--- config.mk ---
export PLATFORM = sky130hd
export DESIGN_NAME = rgb_to_standard_palette_index
export DESIGN_NICKNAME = d
export VERILOG_FILES = /design/src/sv/rgbpal_pkg.sv /design/src/sv/rgbpal_map.sv /design/src/sv/rgb_to_standard_palette_index.sv
export SDC_FILE = /design/constraint.sdc
export NUM_CORES = 1
export LEC_CHECK = 0
export BUFFER_PORTS_ARGS = -buffer_cell sky130_fd_sc_hd__buf_2
export CORE_ASPECT_RATIO = 1.4
export CORE_UTILIZATION = 45
export CTS_CLUSTER_DIAMETER = 40
export DETAILED_ROUTE_END_ITERATION = 12
export GPL_TIMING_DRIVEN = 1
export HOLD_SLACK_MARGIN = 0.06
export PLACE_DENSITY = 0.69
export REMOVE_ABC_BUFFERS = 1
export SYNTH_ARGS = -nofsm -noshare
export SYNTH_HDL_FRONTEND = slang
export SYNTH_SLANG_ARGS = --single-unit
--- constraint.sdc ---
create_clock -name clk -period 15.97 [get_ports clk]
set_input_delay 3.194 -clock clk [delete_from_list [all_inputs] [get_ports clk]]
set_output_delay 3.194 -clock clk [all_outputs]
set_load 0.03 [all_outputs]
--- src/sv/rgbpal_pkg.sv ---
// Shared types, constants and helper functions for the RGB to palette index converter.
`timescale 1ns / 1ps
package rgbpal_pkg;

  localparam int unsigned ChanW  = 8;
  localparam int unsigned NibW   = 4;
  localparam int unsigned IndexW = 8;

  // Channel rounding to a nibble: (x * NibMul + NibBias) >> 12
  localparam logic [7:0]  NibMul  = 8'd241;
  localparam logic [15:0] NibBias = 16'd2048;

  // Divide-by-three of a nibble: (v * Div3Mul) >> 5
  localparam logic [3:0] Div3Mul = 4'd11;

  // Grey level from the channel sum: (sum * GreyMul + GreyBias) >> 6
  localparam logic [4:0] GreyMul  = 5'd21;
  localparam logic [9:0] GreyBias = 10'd36;

  // Palette layout
  localparam logic [7:0] CubeTop   = 8'd215;
  localparam logic [7:0] RedTop    = 8'd225;
  localparam logic [7:0] GreenTop  = 8'd235;
  localparam logic [7:0] BlueTop   = 8'd245;
  localparam logic [7:0] BlackIdx  = 8'd255;
  localparam logic [7:0] WhiteIdx  = 8'd0;
  localparam logic [5:0] WeightR   = 6'd36;
  localparam logic [5:0] WeightG   = 6'd6;
  localparam logic [5:0] WeightB   = 6'd1;
  localparam logic [5:0] WeightDiag = 6'd43;
  localparam logic [2:0] TopLevel  = 3'd5;

  typedef struct packed {
    logic [ChanW-1:0] blue;
    logic [ChanW-1:0] green;
    logic [ChanW-1:0] red;
  } pix_t;

  typedef struct packed {
    logic [2:0] q;
    logic [1:0] m;
  } div3_t;

  function automatic logic [NibW-1:0] nib_of(input logic [ChanW-1:0] x);
    logic [15:0] p;
    p = 16'(x) * 16'(NibMul) + NibBias;
    return p[15:12];
  endfunction

  function automatic div3_t split3(input logic [3:0] v);
    logic [7:0] p;
    div3_t      d;
    p   = 8'(v) * 8'(Div3Mul);
    d.q = p[7:5];
    d.m = 2'(v - 4'(d.q) * 4'd3);
    return d;
  endfunction

  function automatic logic [IndexW-1:0] ramp_or_cube(input logic [3:0] n,
                                                      input logic [5:0] weight,
                                                      input logic [7:0] ramp_top);
    div3_t d;
    d = split3(n);
    if (d.m == 2'd0) begin
      if (d.q == 3'd0) return BlackIdx;
      return CubeTop - 8'(d.q) * 8'(weight);
    end
    return ramp_top - 8'(d.q) * 8'd2 - 8'(d.m);
  endfunction

endpackage

--- src/sv/rgbpal_map.sv ---
// Combinational mapping of one registered pixel to its palette index.
`timescale 1ns / 1ps
module rgbpal_map (
  input  rgbpal_pkg::pix_t   pix,
  output logic [7:0]         palette_index
);
  import rgbpal_pkg::*;

  logic [NibW-1:0] r, g, b;
  logic            r_lo, g_lo, b_lo;
  logic [5:0]      sum;
  logic signed [6:0] dr, dg, db;
  logic            near_grey;
  logic [9:0]      grey_acc;
  logic [3:0]      grey_lvl;
  div3_t           grey_d;
  logic [7:0]      r6p, g6p, b6p;
  logic [2:0]      r6, g6, b6;

  assign r = nib_of(pix.red);
  assign g = nib_of(pix.green);
  assign b = nib_of(pix.blue);

  assign r_lo = (r <= 4'd1);
  assign g_lo = (g <= 4'd1);
  assign b_lo = (b <= 4'd1);

  assign sum = 6'(r) + 6'(g) + 6'(b);
  assign dr  = $signed({1'b0, 6'(r) * 6'd3}) - $signed({1'b0, sum});
  assign dg  = $signed({1'b0, 6'(g) * 6'd3}) - $signed({1'b0, sum});
  assign db  = $signed({1'b0, 6'(b) * 6'd3}) - $signed({1'b0, sum});

  assign near_grey = (dr >= -7'sd3) && (dr <= 7'sd3) &&
                     (dg >= -7'sd3) && (dg <= 7'sd3) &&
                     (db >= -7'sd3) && (db <= 7'sd3);

  assign grey_acc = 10'(sum) * 10'(GreyMul) + GreyBias;
  assign grey_lvl = grey_acc[9:6];
  assign grey_d   = split3(grey_lvl);

  // nearest cube level 0..5 per channel
  assign r6p = 8'(r) * 8'd11 + 8'd11;
  assign g6p = 8'(g) * 8'd11 + 8'd11;
  assign b6p = 8'(b) * 8'd11 + 8'd11;
  assign r6  = r6p[7:5];
  assign g6  = g6p[7:5];
  assign b6  = b6p[7:5];

  always_comb begin
    if (g_lo && b_lo) begin
      if (r_lo) begin
        palette_index = BlackIdx - 8'(b);
      end else begin
        palette_index = ramp_or_cube(r, WeightR, RedTop);
      end
    end else if (r_lo && b_lo) begin
      palette_index = ramp_or_cube(g, WeightG, GreenTop);
    end else if (r_lo && g_lo) begin
      palette_index = ramp_or_cube(b, WeightB, BlueTop);
    end else if (near_grey) begin
      if (grey_d.m == 2'd0) begin
        if (grey_d.q == 3'd0) begin
          palette_index = BlackIdx;
        end else if (grey_d.q == TopLevel) begin
          palette_index = WhiteIdx;
        end else begin
          palette_index = CubeTop - 8'(grey_d.q) * 8'(WeightDiag);
        end
      end else begin
        palette_index = BlackIdx - 8'(grey_d.q) * 8'd2 - 8'(grey_d.m);
      end
    end else if ((r6 | g6 | b6) == 3'd0) begin
      palette_index = BlackIdx;
    end else begin
      palette_index = CubeTop - 8'(b6) - 8'(g6) * 8'(WeightG) - 8'(r6) * 8'(WeightR);
    end
  end

endmodule

--- src/sv/rgb_to_standard_palette_index.sv ---
// Top level: input register, palette mapping logic and output register.
`timescale 1ns / 1ps
// Converts a stream of 24-bit RGB pixels into indices of the fixed 256-entry
// standard palette (6x6x6 cube, red/green/blue/grey ramps, black at 255).
// One pixel is taken per clock while the output side does not stall; a pixel
// is captured in the input register on its transfer and moves on to the result
// register when the result register is free or being taken. The two-stage
// pipeline (input register, then result register) keeps flowing as long as
// out_tready is high, and either stage may fill while the result waits.
module rgb_to_standard_palette_index (
  input  logic        clk,
  input  logic        rst_n,
  input  logic        in_tvalid,
  output logic        in_tready,
  input  logic [23:0] in_tdata,    // red [7:0], green [15:8], blue [23:16]
  output logic        out_tvalid,
  input  logic        out_tready,
  output logic [7:0]  out_tdata    // palette_index [7:0]
);
  import rgbpal_pkg::*;

  logic       s1_valid_r, s1_valid_nxt;
  pix_t       s1_pix_r;
  logic       out_valid_r, out_valid_nxt;
  logic [7:0] out_index_r;
  logic [7:0] map_index;
  logic       s2_ready;
  logic       s1_move;

  assign s2_ready  = !out_valid_r || out_tready;
  assign in_tready = !s1_valid_r || s2_ready;
  assign s1_move   = s1_valid_r && s2_ready;

  always_comb begin
    s1_valid_nxt  = s1_valid_r;
    out_valid_nxt = out_valid_r;
    if (in_tready) begin
      s1_valid_nxt = in_tvalid;
    end
    if (s2_ready) begin
      out_valid_nxt = s1_valid_r;
    end
  end

  always_ff @(posedge clk) begin
    if (!rst_n) begin
      s1_valid_r  <= 1'b0;
      out_valid_r <= 1'b0;
    end else begin
      s1_valid_r  <= s1_valid_nxt;
      out_valid_r <= out_valid_nxt;
    end
  end

  // payload: hold while stalled
  always_ff @(posedge clk) begin
    if (in_tvalid && in_tready) begin
      s1_pix_r <= pix_t'(in_tdata);
    end
    if (s1_move) begin
      out_index_r <= map_index;
    end
  end

  rgbpal_map u_map (
    .pix           (s1_pix_r),
    .palette_index (map_index)
  );

  assign out_tvalid = out_valid_r;
  assign out_tdata  = out_index_r;

endmodule

==> results.py <==
metrics = {
    "timing": {
        "finalSetupTns_ns": 0,
        "relSlewSlack": 0.204,
        "whs_ns": 0.519,
        "fin_crit_sh": 0.766,
        "finalHoldViolCount": 0,
        "finalClockSkew_ns": 0.00997,
        "post-route-min-period_ns": 12.23,
        "tightest_slew_ns": 1.19,
        "rsz0062_at_grt": "false",
        "max_clock_freq_ghz": 0.0817,
        "setup_viol": 0,
        "drv_slew": 0,
    },
    "global_route": {
        "grt_pass1_wl_mm": 32.9,
        "grt_max_degree": 25,
        "grt_pass1_vias": 7212,
        "grt_overflow_total": 0,
        "track_usage": 0.192,
        "grt_antenna_before_repair": 0,
    },
    "cts": {
        "cts_resized": 0,
        "cts_made_buffers": 5,
        "htreeDepth": 2,
        "tritoncts": "done",
        "clockBufferDepth": 2,
        "cts.clk_slew.worst_paths_ns": 0.06,
        "cts-root-buf": "clkbuf_16",
        "cts_hold_buf": 0,
        "post_cts_buffers": 0,
        "cts.sinks": 34,
        "clock_latency_ns": 0.30,
    },
    "yosys": {
        "synth_compound_area_frac": 0.151,
        "syn_avg_cell_area_um2": 9.20,
        "synthCells": 1019,
        "ys_seq_area_frac": 0.107,
        "synthAdderAreaFrac": 0.461,
        "synthArstFlopShare": 0,
        "synth_area_leaders": "ha_1 32%, fa_1 14%, edfxtp_1 10%",
        "yosys_warnings": 0,
        "synth_edf_count": 32,
        "synth_top_family_by_area": "adder cells",
        "synth_seq_cells": 34,
        "synth_xor_area_frac": 0.0889,
        "post-synth-top-area-cell": "ha_1",
        "syn_area_mm2": 0.00937,
        "synth.top_cell.area_share": 0.324,
        "synthMuxAreaShare": 0.0131,
        "synthSimpleGateAreaFrac": 0.108,
        "yosysMostFrequentCell": "ha_1",
        "synthFlopType": "edfxtp_1",
        "ys_types": 80,
        "synth_common_cells": "243 x ha_1, 158 x inv_1, 64 x fa_1",
    },
    "drt": {
        "viasPerCell": 5.48,
        "totalWireLength_mm": 19.6,
        "drc": 0,
        "ant_nets": 0,
        "route.detailed.wl_per_inst_um": 14.9,
        "drtPass1Iterations": 4,
        "dr.first_iter.drc_count": 221,
        "vias": 7202,
    },
    "finish": {
        "area_growth_pct": 7.12,
        "design_area_mm2": 0.0100,
        "antenna_cells": 0,
        "drive_gt1_frac": 0.0803,
        "fin_nets": 1393,
    },
    "min_path": {
        "min-delay-start": "s1_valid_r",
        "hp-class": "reg2reg",
    },
    "placed_design": {
        "dpl-instance-area_mm2": 0.00987,
        "place.gp.congestion": 0.889,
        "portBuffers": 37,
        "place_hpwl_mm": 17.1,
    },
    "setup_path": {
        "startpoint": "s1_pix_r[4]",
        "criticalPathCategory": "reg2reg",
        "critPathMostFrequentCell": "ha_1",
        "end_kind": "flop",
        "worstSetupStartpointType": "flop",
        "worstReg2RegStart": "s1_pix_r[4]",
        "cp.arrival_ns": 12.26,
        "critical_path.max_fanout": 8,
        "crit_required_ns": 16.00,
        "slowest_delay_ns": 0.68,
        "slowest_stage": "xnor2_1",
    },
    "floorplan": {
        "fp.dieW_um": 124,
        "fp.dieArea_mm2": 0.0214,
        "fp.coreArea_mm2": 0.0205,
        "rows": 62,
        "io_pins": 38,
        "fp.dieH_um": 173,
        "start_util": 0.458,
    },
    "outcome": {
        "status": "finished, final reports clean",
    },
    "flow_run": {
        "maxCapViolCount": 0,
    },
}
per-layer routing:
layer  wire length (um)  GRT usage  vias to the layer above  part of all wire
met5                  0          0                        -                 0
met1               7950      0.218                     3428              0.40
met2              10400      0.349                      101              0.53
met3                537     0.0247                       44             0.027
met4                736     0.0863                        0             0.037
li1                   -          -                     3629                 -
final timing paths:
check / endpoint / slack (ns) / cells after the start
worst max-delay path: out_tdata[5] / 3.74 / 48
worst min-delay path: out_tvalid / 0.52 / 1
worst max register to register: out_tdata[5] / 3.74 / 48
worst min register to register: out_tvalid / 0.52 / 1
kinds of logic after synthesis:
logic type | after synthesis
flip-flops | 34
adder cells (fa/ha/maj) | 307
AO/OA/AOI/OAI | 209
AND/OR/NAND/NOR | 192
XOR/XNOR | 91
buffers and inverters | 174
multiplexers | 12
per-stage QoR:
stage | util | setup slack (ns) | instances
after floorplan | - | 4.56 | 1009
after global placement | 0.482 | 4.01 | 1307
after detailed placement | 0.482 | 3.69 | 1307
after CTS | 0.490 | 3.61 | 1315
after global routing | 0.490 | 2.76 | 1315
final | 0.490 | 3.74 | 1315
area by class of cell:
cell class,instances,area (um^2)
Clock buffer,5,125
Timing Repair Buffer,42,223
Multi-Input combinational cell,811,7710
Clock inverter,3,45.0
Sequential cell,34,1000
Inverter,164,616
Fill cell,1988,10400
Tap cell,256,320
state kept, by name (all words and copies together) (netlist names):
register / flops
out_tvalid: 1
out_tdata: 8
s1_pix_r: 24
s1_valid_r: 1
critical path, delay by kind of cell (launching register included):
| family | cells | cell delay (ns) |
|---|---|---|
| XOR/XNOR | 6 | 1.95 |
| buffers and inverters | 6 | 0.79 |
| adder cells (fa/ha/maj) | 17 | 5.68 |
| AND/OR/NAND/NOR | 4 | 0.29 |
| flip-flops | 1 | 0.40 |
| AO/OA/AOI/OAI | 15 | 2.86 |
placed cells by master, fill, tap and decap left out, types with 5 or more instances in the layout:
master and count:
a21o_1 26, a21oi_1 62, a31oi_1 8, and2_1 6
buf_2 37, buf_4 5, clkbuf_16 5, edfxtp_1 32
fa_1 64, ha_1 243, inv_1 158, inv_2 6
mux2i_1 10, nand2_1 45, nand2b_1 7, nand3_1 17
nand4_1 12, nor2_1 40, nor2b_1 8, nor3_1 15
nor3b_1 7, nor4_1 5, o211ai_1 6, o21a_1 5
o21ai_0 39, o21bai_1 12, or4_1 7, xnor2_1 58
xor2_1 29
Power is left out: the tool's default activity adds up to more than one toggle a clock period on the data nets, which glitch-free logic cannot reach.
